===== src/hw/rtl/esr_pkg.sv =====
// shared constants, widths, register indexes and control structs for the
// ellipse scanline rasterizer; no dependencies
package esr_pkg;

    localparam int MAX_IMAGE_DIM  = 2048;
    localparam int MAX_RADIUS_Y   = 64;
    localparam int SQRT_FRAC_BITS = 8;

    // field widths
    localparam int CX_W  = 13;
    localparam int RX_W  = 11;
    localparam int RY_W  = 7;
    localparam int DIM_W = 12;
    localparam int COL_W = 11;

    // signed working width for rows and columns
    localparam int SW = CX_W + 2;

    // square root and divider sizing
    localparam int ROOT_W     = RY_W + SQRT_FRAC_BITS;
    localparam int RAD_W      = 2 * ROOT_W;
    localparam int REM_W      = ROOT_W + 2;
    localparam int PROD_W     = ROOT_W + RX_W;
    localparam int DIV_STEPS  = RX_W;
    localparam int DSH_W      = ROOT_W + DIV_STEPS - 1;
    localparam int SQRT_STEPS = ROOT_W;
    localparam int MAX_STEPS  = (SQRT_STEPS > DIV_STEPS) ? SQRT_STEPS : DIV_STEPS;
    localparam int CNT_W      = $clog2(MAX_STEPS);

    // stream widths
    localparam int IN_W   = 48;
    localparam int OUT_W  = 48;
    localparam int USER_W = 2;

    // configuration port
    localparam int CFG_IDX_W = 8;
    localparam logic [CFG_IDX_W-1:0] REG_IMAGE_WIDTH  = 8'd0;
    localparam logic [CFG_IDX_W-1:0] REG_IMAGE_HEIGHT = 8'd1;
    localparam logic [DIM_W-1:0]     DIM_RESET        = 12'd256;

    typedef struct packed {
        logic load;
        logic next_dy;
        logic sqrt_init;
        logic sqrt_step;
        logic mul;
        logic div_step;
        logic keep_new;
        logic push_pend;
        logic push_final;
    } esr_cmd_t;

    typedef struct packed {
        logic dy_done;
        logic row_vis;
        logic span_ok;
        logic pend_have;
        logic out_free;
    } esr_stat_t;

endpackage


===== src/hw/rtl/esr_ctrl.sv =====
// sequencing state machine of the ellipse scanline rasterizer
// depends on esr_pkg for the command and status structs and step counts
module esr_ctrl
    import esr_pkg::*;
(
    input  logic      aclk,
    input  logic      aresetn,
    input  logic      s_tvalid,
    output logic      s_tready,
    input  esr_stat_t stat,
    output esr_cmd_t  cmd
);

    localparam logic [2:0] ST_IDLE   = 3'd0;
    localparam logic [2:0] ST_ROW    = 3'd1;
    localparam logic [2:0] ST_SQRT   = 3'd2;
    localparam logic [2:0] ST_MUL    = 3'd3;
    localparam logic [2:0] ST_DIV    = 3'd4;
    localparam logic [2:0] ST_CLIP   = 3'd5;
    localparam logic [2:0] ST_FINISH = 3'd6;

    logic [2:0]       state_reg, state_next;
    logic [CNT_W-1:0] cnt_reg, cnt_next;

    assign s_tready = (state_reg == ST_IDLE);

    always_comb begin
        state_next = state_reg;
        cnt_next   = cnt_reg;
        cmd        = '0;
        unique case (state_reg)
            ST_IDLE: begin
                if (s_tvalid) begin
                    cmd.load   = 1'b1;
                    state_next = ST_ROW;
                end
            end
            ST_ROW: begin
                if (stat.dy_done) begin
                    state_next = ST_FINISH;
                end else if (!stat.row_vis) begin
                    cmd.next_dy = 1'b1;
                end else begin
                    cmd.sqrt_init = 1'b1;
                    cnt_next      = CNT_W'(SQRT_STEPS - 1);
                    state_next    = ST_SQRT;
                end
            end
            ST_SQRT: begin
                cmd.sqrt_step = 1'b1;
                if (cnt_reg == '0) begin
                    state_next = ST_MUL;
                end else begin
                    cnt_next = cnt_reg - 1'b1;
                end
            end
            ST_MUL: begin
                cmd.mul    = 1'b1;
                cnt_next   = CNT_W'(DIV_STEPS - 1);
                state_next = ST_DIV;
            end
            ST_DIV: begin
                cmd.div_step = 1'b1;
                if (cnt_reg == '0) begin
                    state_next = ST_CLIP;
                end else begin
                    cnt_next = cnt_reg - 1'b1;
                end
            end
            ST_CLIP: begin
                // a new span can only replace the held one once that one has left
                if (!stat.span_ok) begin
                    cmd.next_dy = 1'b1;
                    state_next  = ST_ROW;
                end else if (!stat.pend_have || stat.out_free) begin
                    cmd.keep_new  = 1'b1;
                    cmd.push_pend = stat.pend_have;
                    cmd.next_dy   = 1'b1;
                    state_next    = ST_ROW;
                end
            end
            ST_FINISH: begin
                if (stat.out_free) begin
                    cmd.push_final = 1'b1;
                    state_next     = ST_IDLE;
                end
            end
            default: begin
                state_next = ST_IDLE;
            end
        endcase
    end

    always_ff @(posedge aclk) begin
        if (!aresetn) begin
            state_reg <= ST_IDLE;
            cnt_reg   <= '0;
        end else begin
            state_reg <= state_next;
            cnt_reg   <= cnt_next;
        end
    end

endmodule


===== src/hw/rtl/esr_datapath.sv =====
// datapath of the ellipse scanline rasterizer: canvas registers, row test,
// bit-serial square root, radius scaling divider, clipping and result registers
// depends on esr_pkg
module esr_datapath
    import esr_pkg::*;
(
    input  logic                 aclk,
    input  logic                 aresetn,
    input  logic                 cfg_valid,
    output logic                 cfg_ready,
    input  logic [CFG_IDX_W-1:0] cfg_index,
    input  logic [DIM_W-1:0]     cfg_data,
    input  logic [IN_W-1:0]      s_tdata,
    output logic                 m_tvalid,
    input  logic                 m_tready,
    output logic [OUT_W-1:0]     m_tdata,
    output logic [USER_W-1:0]    m_tuser,
    output logic                 m_tlast,
    input  esr_cmd_t             cmd,
    output esr_stat_t            stat
);

    // configuration
    logic [DIM_W-1:0] width_reg, height_reg;

    // ellipse and row counter
    logic signed [CX_W-1:0] cx_reg, cy_reg;
    logic [RX_W-1:0]        rx_reg;
    logic [RY_W-1:0]        ry_reg, dy_reg;
    logic [RY_W-1:0]        ry_in;

    // square root
    logic [RAD_W-1:0]  rad_reg;
    logic [ROOT_W-1:0] root_reg;
    logic [REM_W-1:0]  srem_reg;
    logic [REM_W-1:0]  rem_sh, trial;
    logic              sqrt_ge;
    logic [2*RY_W-1:0] rad_diff;

    // divider
    logic [PROD_W-1:0] drem_reg;
    logic [DSH_W-1:0]  dsh_reg;
    logic [COL_W-1:0]  quo_reg;
    logic              div_ge;

    // held and outgoing results
    logic             pend_have_reg;
    logic [COL_W-1:0] pu_row_reg, pl_row_reg, pxs_reg, pxe_reg;
    logic             pu_v_reg, pl_v_reg;
    logic             out_valid_reg;
    logic [COL_W-1:0] ou_row_reg, ol_row_reg, oxs_reg, oxe_reg;
    logic             ou_v_reg, ol_v_reg, olast_reg;

    // row and span logic
    logic [DIM_W+1:0]     w_eff, h_eff;
    logic signed [SW-1:0] cx_ext, cy_ext, dy_ext, w_ext, h_ext, s_ext;
    logic signed [SW-1:0] y1, y2, x1, x2, x1c, x2c;
    logic                 v1, v2;
    logic                 out_free;

    // out-of-range canvas sizes clamp to 1..MAX_IMAGE_DIM
    always_comb begin
        if (width_reg == '0) begin
            w_eff = (DIM_W+2)'(1);
        end else if (width_reg > MAX_IMAGE_DIM) begin
            w_eff = (DIM_W+2)'(MAX_IMAGE_DIM);
        end else begin
            w_eff = (DIM_W+2)'(width_reg);
        end
        if (height_reg == '0) begin
            h_eff = (DIM_W+2)'(1);
        end else if (height_reg > MAX_IMAGE_DIM) begin
            h_eff = (DIM_W+2)'(MAX_IMAGE_DIM);
        end else begin
            h_eff = (DIM_W+2)'(height_reg);
        end
    end

    assign ry_in = s_tdata[43:37];

    assign cx_ext = SW'(cx_reg);
    assign cy_ext = SW'(cy_reg);
    assign dy_ext = SW'($signed({1'b0, dy_reg}));
    assign w_ext  = SW'($signed({1'b0, w_eff}));
    assign h_ext  = SW'($signed({1'b0, h_eff}));
    assign s_ext  = SW'($signed({1'b0, quo_reg}));

    assign y1 = cy_ext - dy_ext;
    assign y2 = cy_ext + dy_ext;
    assign v1 = (y1 >= 0) && (y1 < h_ext);
    assign v2 = (y2 >= 0) && (y2 < h_ext) && (dy_reg != '0);

    assign x1  = cx_ext - s_ext;
    assign x2  = cx_ext + s_ext;
    assign x1c = (x1 < 0) ? '0 : x1;
    assign x2c = (x2 > w_ext - SW'(1)) ? w_ext - SW'(1) : x2;

    assign out_free = !out_valid_reg || m_tready;

    assign stat.dy_done   = (dy_reg >= ry_reg);
    assign stat.row_vis   = v1 || v2;
    assign stat.span_ok   = (x1c <= x2c);
    assign stat.pend_have = pend_have_reg;
    assign stat.out_free  = out_free;

    // one root bit per cycle, two radicand bits shifted in
    assign rad_diff = (ry_reg * ry_reg) - (dy_reg * dy_reg);
    assign rem_sh   = {srem_reg[REM_W-3:0], rad_reg[RAD_W-1 -: 2]};
    assign trial    = {root_reg, 2'b01};
    assign sqrt_ge  = (rem_sh >= trial);

    // restoring divide by ry << SQRT_FRAC_BITS, one quotient bit per cycle
    assign div_ge = (PROD_W'(dsh_reg) <= drem_reg);

    assign cfg_ready = 1'b1;

    always_ff @(posedge aclk) begin
        if (!aresetn) begin
            width_reg  <= DIM_RESET;
            height_reg <= DIM_RESET;
        end else if (cfg_valid) begin
            unique case (cfg_index)
                REG_IMAGE_WIDTH:  width_reg  <= cfg_data;
                REG_IMAGE_HEIGHT: height_reg <= cfg_data;
                default: ;
            endcase
        end
    end

    always_ff @(posedge aclk) begin
        if (cmd.load) begin
            cx_reg <= $signed(s_tdata[12:0]);
            cy_reg <= $signed(s_tdata[25:13]);
            rx_reg <= s_tdata[36:26];
            ry_reg <= (ry_in > MAX_RADIUS_Y) ? RY_W'(MAX_RADIUS_Y) : ry_in;
            dy_reg <= '0;
        end else if (cmd.next_dy) begin
            dy_reg <= dy_reg + 1'b1;
        end

        if (cmd.sqrt_init) begin
            rad_reg  <= RAD_W'(rad_diff) << (2 * SQRT_FRAC_BITS);
            root_reg <= '0;
            srem_reg <= '0;
        end else if (cmd.sqrt_step) begin
            rad_reg  <= rad_reg << 2;
            root_reg <= {root_reg[ROOT_W-2:0], sqrt_ge};
            srem_reg <= sqrt_ge ? rem_sh - trial : rem_sh;
        end

        if (cmd.mul) begin
            drem_reg <= root_reg * rx_reg;
            dsh_reg  <= DSH_W'(ry_reg) << (SQRT_FRAC_BITS + DIV_STEPS - 1);
            quo_reg  <= '0;
        end else if (cmd.div_step) begin
            if (div_ge) begin
                drem_reg <= drem_reg - PROD_W'(dsh_reg);
            end
            quo_reg <= {quo_reg[COL_W-2:0], div_ge};
            dsh_reg <= dsh_reg >> 1;
        end

        if (cmd.keep_new) begin
            pu_row_reg <= v1 ? y1[COL_W-1:0] : '0;
            pu_v_reg   <= v1;
            pl_row_reg <= v2 ? y2[COL_W-1:0] : '0;
            pl_v_reg   <= v2;
            pxs_reg    <= x1c[COL_W-1:0];
            pxe_reg    <= x2c[COL_W-1:0];
        end

        if (cmd.push_pend || (cmd.push_final && pend_have_reg)) begin
            ou_row_reg <= pu_row_reg;
            ou_v_reg   <= pu_v_reg;
            ol_row_reg <= pl_row_reg;
            ol_v_reg   <= pl_v_reg;
            oxs_reg    <= pxs_reg;
            oxe_reg    <= pxe_reg;
            olast_reg  <= cmd.push_final;
        end else if (cmd.push_final) begin
            // nothing visible: a single empty result closes the ellipse
            ou_row_reg <= '0;
            ou_v_reg   <= 1'b0;
            ol_row_reg <= '0;
            ol_v_reg   <= 1'b0;
            oxs_reg    <= '0;
            oxe_reg    <= '0;
            olast_reg  <= 1'b1;
        end
    end

    always_ff @(posedge aclk) begin
        if (!aresetn) begin
            pend_have_reg <= 1'b0;
            out_valid_reg <= 1'b0;
        end else begin
            if (cmd.load) begin
                pend_have_reg <= 1'b0;
            end else if (cmd.keep_new) begin
                pend_have_reg <= 1'b1;
            end
            if (cmd.push_pend || cmd.push_final) begin
                out_valid_reg <= 1'b1;
            end else if (m_tready) begin
                out_valid_reg <= 1'b0;
            end
        end
    end

    assign m_tvalid = out_valid_reg;
    assign m_tdata  = {4'b0, oxe_reg, oxs_reg, ol_row_reg, ou_row_reg};
    assign m_tuser  = {ol_v_reg, ou_v_reg};
    assign m_tlast  = olast_reg;

    // a result is never written over one that has not left
    a_push_free: assert property (@(posedge aclk) disable iff (!aresetn)
        (cmd.push_pend || cmd.push_final) |-> (!out_valid_reg || m_tready))
        else $error("result register overwritten before delivery");

    // the square root never exceeds ry with its fraction bits
    a_root_bound: assert property (@(posedge aclk) disable iff (!aresetn)
        cmd.mul |-> (root_reg <= (ROOT_W'(ry_reg) << SQRT_FRAC_BITS)))
        else $error("square root above vertical radius");

    // the scaled half-width never exceeds the horizontal radius
    a_half_width: assert property (@(posedge aclk) disable iff (!aresetn)
        cmd.keep_new |-> (quo_reg <= rx_reg))
        else $error("half-width above horizontal radius");

    // a span is only held when it is on the canvas
    a_keep_visible: assert property (@(posedge aclk) disable iff (!aresetn)
        cmd.keep_new |-> (stat.span_ok && (v1 || v2)))
        else $error("invisible span kept");

endmodule


===== src/hw/rtl/ellipse_scanline_rasterizer.sv =====
// top level of the ellipse scanline rasterizer: joins the controller and
// the datapath; depends on esr_pkg, esr_ctrl and esr_datapath
//
// usage:
//   s_ channel: one beat per ellipse. s_tready is high only while no ellipse
//   is being rasterized; the last result may still wait at the m_ side.
//   m_ channel: one beat per visible span pair, m_tlast on the final one.
//   an ellipse with nothing on the canvas gives one beat with all fields and
//   flags zero and m_tlast set.
//   cfg_ channel: index 0 image width, index 1 image height, always ready;
//   other indexes are ignored. write only while idle.
// sequencing:
//   a row offset whose rows miss the canvas is skipped by the row test; a visible
//   one runs the one-bit-per-cycle square root, a multiply, the one-bit-per-cycle
//   divider and the clip step. the ellipse is accepted while idle and closed by a
//   finish step; one ellipse at a time.
// stalls and reset:
//   one span is held back until the next is known, so a stalled m_ side only
//   stops the sequence when the result register and the held span are both
//   full and a further span is ready; closing also waits for the m_ side.
//   reset (aresetn low, synchronous) empties the block and sets both canvas
//   registers to 256.
module ellipse_scanline_rasterizer
    import esr_pkg::*;
(
    input  logic                 aclk,
    input  logic                 aresetn,
    // configuration write
    input  logic                 cfg_valid,
    output logic                 cfg_ready,
    input  logic [CFG_IDX_W-1:0] cfg_index,
    input  logic [DIM_W-1:0]     cfg_data,
    // input stream
    input  logic                 s_tvalid,
    output logic                 s_tready,
    // center_x[12:0], center_y[25:13], radius_x[36:26], radius_y[43:37], zero pad
    input  logic [IN_W-1:0]      s_tdata,
    // result stream
    output logic                 m_tvalid,
    input  logic                 m_tready,
    // row_upper[10:0], row_lower[21:11], span_start[32:22], span_end[43:33], zero pad
    output logic [OUT_W-1:0]     m_tdata,
    // upper_valid[0], lower_valid[1]
    output logic [USER_W-1:0]    m_tuser,
    output logic                 m_tlast
);

    esr_cmd_t  cmd;
    esr_stat_t stat;

    esr_ctrl u_ctrl (
        .aclk     (aclk),
        .aresetn  (aresetn),
        .s_tvalid (s_tvalid),
        .s_tready (s_tready),
        .stat     (stat),
        .cmd      (cmd)
    );

    esr_datapath u_datapath (
        .aclk      (aclk),
        .aresetn   (aresetn),
        .cfg_valid (cfg_valid),
        .cfg_ready (cfg_ready),
        .cfg_index (cfg_index),
        .cfg_data  (cfg_data),
        .s_tdata   (s_tdata),
        .m_tvalid  (m_tvalid),
        .m_tready  (m_tready),
        .m_tdata   (m_tdata),
        .m_tuser   (m_tuser),
        .m_tlast   (m_tlast),
        .cmd       (cmd),
        .stat      (stat)
    );

endmodule

===== config.mk =====
export PLATFORM = sky130hd
export DESIGN_NAME = ellipse_scanline_rasterizer
export DESIGN_NICKNAME = d
export VERILOG_FILES = /design/src/hw/rtl/esr_pkg.sv /design/src/hw/rtl/esr_ctrl.sv /design/src/hw/rtl/esr_datapath.sv /design/src/hw/rtl/ellipse_scanline_rasterizer.sv
export SDC_FILE = /design/constraint.sdc
export NUM_CORES = 1
export LEC_CHECK = 0
export ABC_AREA = 1
export BUFFER_PORTS_ARGS = -buffer_cell sky130_fd_sc_hd__buf_2
export CAP_MARGIN = 20
export CORE_AREA = 2 2 281 283
export CTS_CLUSTER_SIZE = 20
export DETAILED_ROUTE_END_ITERATION = 8
export DIE_AREA = 0 0 283 285
export PLACE_DENSITY = 0.55
export SYNTH_ARGS = -nofsm -noshare
export SYNTH_HDL_FRONTEND = slang
export SYNTH_SLANG_ARGS = --single-unit

===== constraint.sdc =====
create_clock -name aclk -period 8.2 [get_ports aclk]
set_input_delay 1.64 -clock aclk [delete_from_list [all_inputs] [get_ports aclk]]
set_output_delay 1.64 -clock aclk [all_outputs]
set_load 0.03 [all_outputs]

Word-level counts from Yosys, hierarchy flattened
Index checks and enable logic that the tools add are counted.
- add/subtract/negate cells: 10
- multiply operators: 3
- magnitude comparators: 13
- equality and inequality tests: 16
- mux-type cells: 56
- bitwise operators: 1
- reductions and logical operators: 30
- operators by type and width (operator ; count):
    26-bit two-way mux ; 3
    30-bit two-way mux ; 2
    11-bit two-way mux ; 5
    25-bit two-way mux ; 2
    12-bit two-way mux ; 4
    15-bit two-way mux ; 3
    14-bit by 1-bit greater-or-equal comparator with 1-bit output, second input constant ; 2
    14-bit by 13-bit less-than comparator with 1-bit output ; 2
    7-bit by 7-bit multiplier with 14-bit output ; 2
    25-bit by 26-bit less-or-equal comparator with 1-bit output ; 1
    15-bit by 11-bit multiplier with 26-bit output ; 1
    26-bit by 25-bit subtractor with 26-bit output ; 1
    12-bit greater-than comparator, second input constant ; 2
    12-bit zero test ; 2
    3-bit two-way mux ; 8
    3-bit case mux with 7 select lines ; 1
    1-bit two-way mux ; 19
    17-bit greater-or-equal comparator ; 1
    15-bit greater-than comparator ; 1
    15-bit less-or-equal comparator ; 1
    15-bit subtractor ; 1
    13-bit by 12-bit adder with 14-bit output ; 1
    13-bit by 8-bit adder with 14-bit output ; 1
    14-bit by 1-bit less-than comparator with 1-bit output, second input constant ; 1
    other kinds (34) ; 62
- register bits: 283
- bits of input ports: 73
- output and inout bits: 54
- logic and storage cells: 160

Logic depth before layout (Yosys ltp)
- depth after elaboration: 11
- mapped depth: 45
- mapped depth without buffers: 42

By module
Synthesis repeated with hierarchy kept, for this count alone.
- cells, all modules: 2815
- area, all modules: 23869.1 µm²
- by module, submodules not included (module ; instances ; cells each ; area each (µm²)):
    esr_datapath ; 1 ; 2714 ; 23252.3
    esr_ctrl ; 1 ; 101 ; 616.8

Worst setup path after synthesis
OpenSTA, ideal clock, no wires.
- path type: register to register
- start: reg u_datapath.quo_reg[2]
- end: reg u_datapath.pl_row_reg[0] (enable)
- library setup time: 0.507 ns
- arrival: 7.853 ns
- data required time: 7.693 ns
- slack: -0.159 ns
- cell stages (with the launch flop): 37
- buffers on the path: 1
- period minus slack after synthesis: 8.359 ns
- cell sequence: dfxtp_1 > inv_1 > ha_1 > inv_2 > nand3_1 > and2_1 > nor2_1 > nor2_1 > o21bai_1 > a21oi_1 > o21bai_1 > a21oi_1 > o21bai_1 > nand2_1 > a21oi_1 > xor2_1 > ha_1 > nand2_1 > nor4_1 > nand3b_2 > nand3_4 > inv_1 > buf_2 > nand2_1 > o21ai_0 > ha_1 > a21oi_1 > o21ai_0 > nand4_1 > o211ai_1 > a21oi_1 > nor3_1 > nor2_1 > o21ai_0 > o31ai_1 > nand2_2 > nor3_1
- RTL lines (element ; RTL line ; RTL):
    start: declaration ; esr_datapath.sv:43 ; logic [COL_W-1:0] quo_reg;
    start signal: assignment ; esr_datapath.sv:159 ; quo_reg <= {quo_reg[COL_W-2:0], div_ge};
    end signal: assignment ; esr_datapath.sv:166 ; pl_row_reg <= v2 ? y2[COL_W-1:0] : '0;
    end: declaration ; esr_datapath.sv:48 ; logic [COL_W-1:0] pu_row_reg, pl_row_reg, pxs_reg, pxe_reg;

Worst setup path after layout
- start: reg u_datapath.quo_reg[2]
- end: reg u_datapath.ol_row_reg[10], data pin
- cells in the longest elaborated chain, start to end: 8
- elaborated cells between the ends (all ways): 11
- those cells by class: add/sub: 2; order compare: 3; mux: 5; reduce/logical: 1
- ends and longest elaborated chain (element ; RTL line ; RTL):
    13-bit by 12-bit adder with 14-bit output / 13-bit by 12-bit subtractor with 14-bit output (equally long branches) ; esr_datapath.sv:94, esr_datapath.sv:93 ;
    15-bit greater-than comparator / 14-bit by 1-bit less-than comparator with 1-bit output (equally long branches) ; esr_datapath.sv:96, esr_datapath.sv:95 ;
    15-bit two-way mux (on tied branches) ; esr_datapath.sv:96, esr_datapath.sv:95 ;
    15-bit less-or-equal comparator (*) ; esr_datapath.sv:102 ; assign stat.span_ok = (x1c <= x2c);
    2-bit two-way mux (*) ; esr_ctrl.sv:72 ; if (!stat.span_ok) begin
    2-bit two-way mux (*) ; esr_ctrl.sv:31 ; unique case (state_reg)
    1-bit logical OR (*) ; esr_datapath.sv:172 ; if (cmd.push_pend || (cmd.push_final && pend_have_reg)) begin
    11-bit two-way mux (*) ; esr_datapath.sv:172 ;
    end signal: assignment ; esr_datapath.sv:175 ; ol_row_reg <= pl_row_reg;
    end: declaration ; esr_datapath.sv:51 ; logic [COL_W-1:0] ou_row_reg, ol_row_reg, oxs_reg, oxe_reg;
Mark *: on every way between the ends. The rest lies on a longest branch, timed or not.
A chain may end at the register's enable or synchronous reset.

==> metrics.md <==
| Metric | Value |
|---|---|
| CTS tree | built |
| Synthesized cell area | 23900 µm² |
| Num CTS Buffers | 37 |
| CP delay by family, top | compound AO/OA/AOI/OAI gates |
| Register bit total from synthesis | 283 |
| Worst reg2reg path depth | 39 |
| Post-Place Cells | 3894 |
| Via count | 17500 |
| Gr ovfl total | 0 |
| Fmax | ~150 MHz |
| Type of origin of the critical path | register |
| Hold Path Stages | 2 |
| Max transition margin | 0.334 |
| Sequential-to-total area share from yosys stat | 0.314 |
| Max Cap Viol | 0 |
| CTS Hold Buffers Added | 0 |
| Crit path max fanout | 46 |
| Total routed wirelength | approximately 54000 µm |
| Diode count | 0 |
| Die ar. | roughly 81000 µm² |
| Initial antenna violation count | 0 |
| First-pass GRT wire length | 90300 µm |
| ANT nets after route | 0 |
| Total negative slack | 0 ns |
| Die height | between 200 and 300 µm |
| Cell Count, Final, Fillers Out | 3963 |
| Synth unique cells | 57 |
| Met2 usage | 0.233 |
| Post-CTS sizing | 0 |
| Rows | a little over 100 |
| Slowest-stage cell, CP | inv_6 |
| Met1 GRT Util | 0.181 |
| Synth Instances | 2798 |
| M3 GR Usage | 0.0203 |
| Crit Path Class | register to register |
| Num ports | roughly 130 |
| Clock slew at the register clock pins of the worst setup and hold paths | approximately 0.060 ns |
| Area grow syn2layout | 11.9% |
| DPL Wire Length | 41500 µm |
| CTS root buf | clkbuf_16 |
| Worst-margin pin slew | around 1 ns |
| RePlAce Congestion | 0.838 |
| Max stage delay on crit path | 0.57 ns |
| WL/cell | 13.6 µm |
| DIE WIDTH | approximately 280 µm |
| DRC | 0 |
| Most frequent cells in the layout | inv_1 (572), nand2_1 (491), ha_1 (249), a21oi_1 (206), nor2_1 (191) |
| Synth Area per Inst | approximately 8.5 µm² |
| Layout cell share with drive strength beyond 1 | 0.0872 |
| Port bufs | approximately 120 |
| Final setup fails | 0 |
| Commonest non-fill, non-tap cell in the layout | inv_1 |
| Clk_lat worst skew | 0.56 ns |
| Status | complete, no violations |
| Worst min path class | register to register |
| Worst EP arrival | 7.02 ns |
| CORE AREA | 78000 µm² |
| Post-synth EDFFs | 184 |
| FFs w/ async S/R, synth | 0 |
| Initial Util | 0.307 |
| Pwr dens | 392 nW/µm² |
| Max FFs per register | 26 |
| Largest net degree at the start of global routing | 60 |
| RR Endpoint | u_datapath.ol_row_reg[10] |
| Hold endpoint | u_datapath.srem_reg[14] |
| RSZ-0062 raised after global routing | false |
| Max Slew Vio Count | 0 |
| Leakage | between 10 and 15 nW |
| Initial drt markers | 689 |
| Reg2Reg Setup Slack | 1.47 ns |
| Hold path startpoint | u_datapath.srem_reg[14] |
| Final hold slack | 0.465 ns |
| Reg-to-reg startpoint | u_datapath.quo_reg[2] |
| Critical Path Most Common Cell | nor2_1 |
| CP Data Required Time | 8.48 ns |
| 1st-pass router iterations | 4 |
| Final hold viol count | 0 |
| Clock sink count | 283 |
| Top Usage Layer GRT | met2 |
| Total Nets Final | 3382 |
| Final min period | 6.73 ns |
| Fill count | ~8000 |
| Synth Flop Type | edfxtp_1 |
| H-Tree Depth | 2 |
| Final worst-path cycle share | 0.821 |
| Vias in the first global route | 17700 |
| Crit path buf inv count | 4 |
| Synth Warn # | 0 |
| Clock Path Buffers | 3 |
| Worst clock skew | 0.0251 ns |
| DR vias/cell | 4.43 |
| Global Route Usage Sum | 0.136 |
| Maximum vdd drop | 0.364 mV |
| Setup crit end kind | register |
| Total setup buffers inserted after CTS | 0 |
worst max-delay path by stage:
stage	from	to	depth (start not counted)
global placement	u_datapath.quo_reg[3]	u_datapath.ou_row_reg[10]	39
global route	u_datapath.quo_reg[2]	u_datapath.ol_row_reg[10]	39
CTS	u_datapath.quo_reg[2]	u_datapath.ol_row_reg[10]	39
floorplan	u_datapath.quo_reg[2]	u_datapath.pl_row_reg[0]	36
finish	u_datapath.quo_reg[2]	u_datapath.ol_row_reg[10]	39
detailed placement	u_datapath.quo_reg[2]	u_datapath.ol_row_reg[10]	39
cell families after synthesis:
group                      count (synthesis)  synth area share
DFF                                      283             0.314
muxes                                      2          0.000837
xor gates and xnor gates                  83            0.0304
AOI/OAI and AO/OA                        476             0.109
buffers and inverters                    665             0.109
adders and majority gates                425             0.278
and+or+nand+nor                          862             0.159
other                                      2          0.000314
synthesized netlist by cell type (37+ instances only):
cell        n  area share
ha_1      249        0.13
o21ai_0   179       0.037
xor2_1     49       0.018
dfxtp_1    99       0.083
nor2_4     37       0.017
nor2_1    194       0.030
edfxtp_1  184        0.23
fa_1      176        0.15
nand2_1   493       0.077
clkbuf_1   69       0.011
inv_1     572       0.090
a21oi_1   206       0.043
nand3_1    62       0.013
worst reg2reg max path: cells and delay by family (launching register included):
kind | cells | cell delay [ns]
fa+ha+maj | 3 | 1.00
flops | 1 | 0.35
compound gates | 14 | 2.01
buf+inv | 4 | 1.11
simple gates | 17 | 1.78
xor+xnor | 1 | 0.22
cell type report:
class                      count  area, µm²  area share
multi-input combinational   1855      13800       0.517
sequential                   283       7510       0.281
inverter                     579       2180      0.0814
tap                         1050       1310      0.0491
clock buffer                  45        956      0.0357
timing repair buffer         128        681      0.0254
clock inverter                23        275      0.0103
power by group:
| part | internal, mW | switching [mW] |
|---|---|---|
| clock | 0.999 | 0.668 |
| sequential | 1.99 | 0.330 |
| combinational | 2.60 | 3.90 |
| total | 5.59 | 4.90 |
metal layers:
layer	vias up	routed length, µm
li1	9091	-
met1	8151	25500
met2	237	25300
met3	63	1990
met4	0	1040
met5	-	0
stage by stage:
step	setup slack [ns]	cell area (µm²)	power, mW	utilization
after CTS	1.42	26700	10.7	0.343
after global placement	1.46	25500	8.82	0.327
after floorplan	1.25	23900	7.42	-
after detailed placement	1.43	25500	8.89	0.327
final	1.47	26800	10.5	0.343
after global routing	0.609	26800	11.8	0.343
No activity file was read; power rests on OpenSTA's default activity.
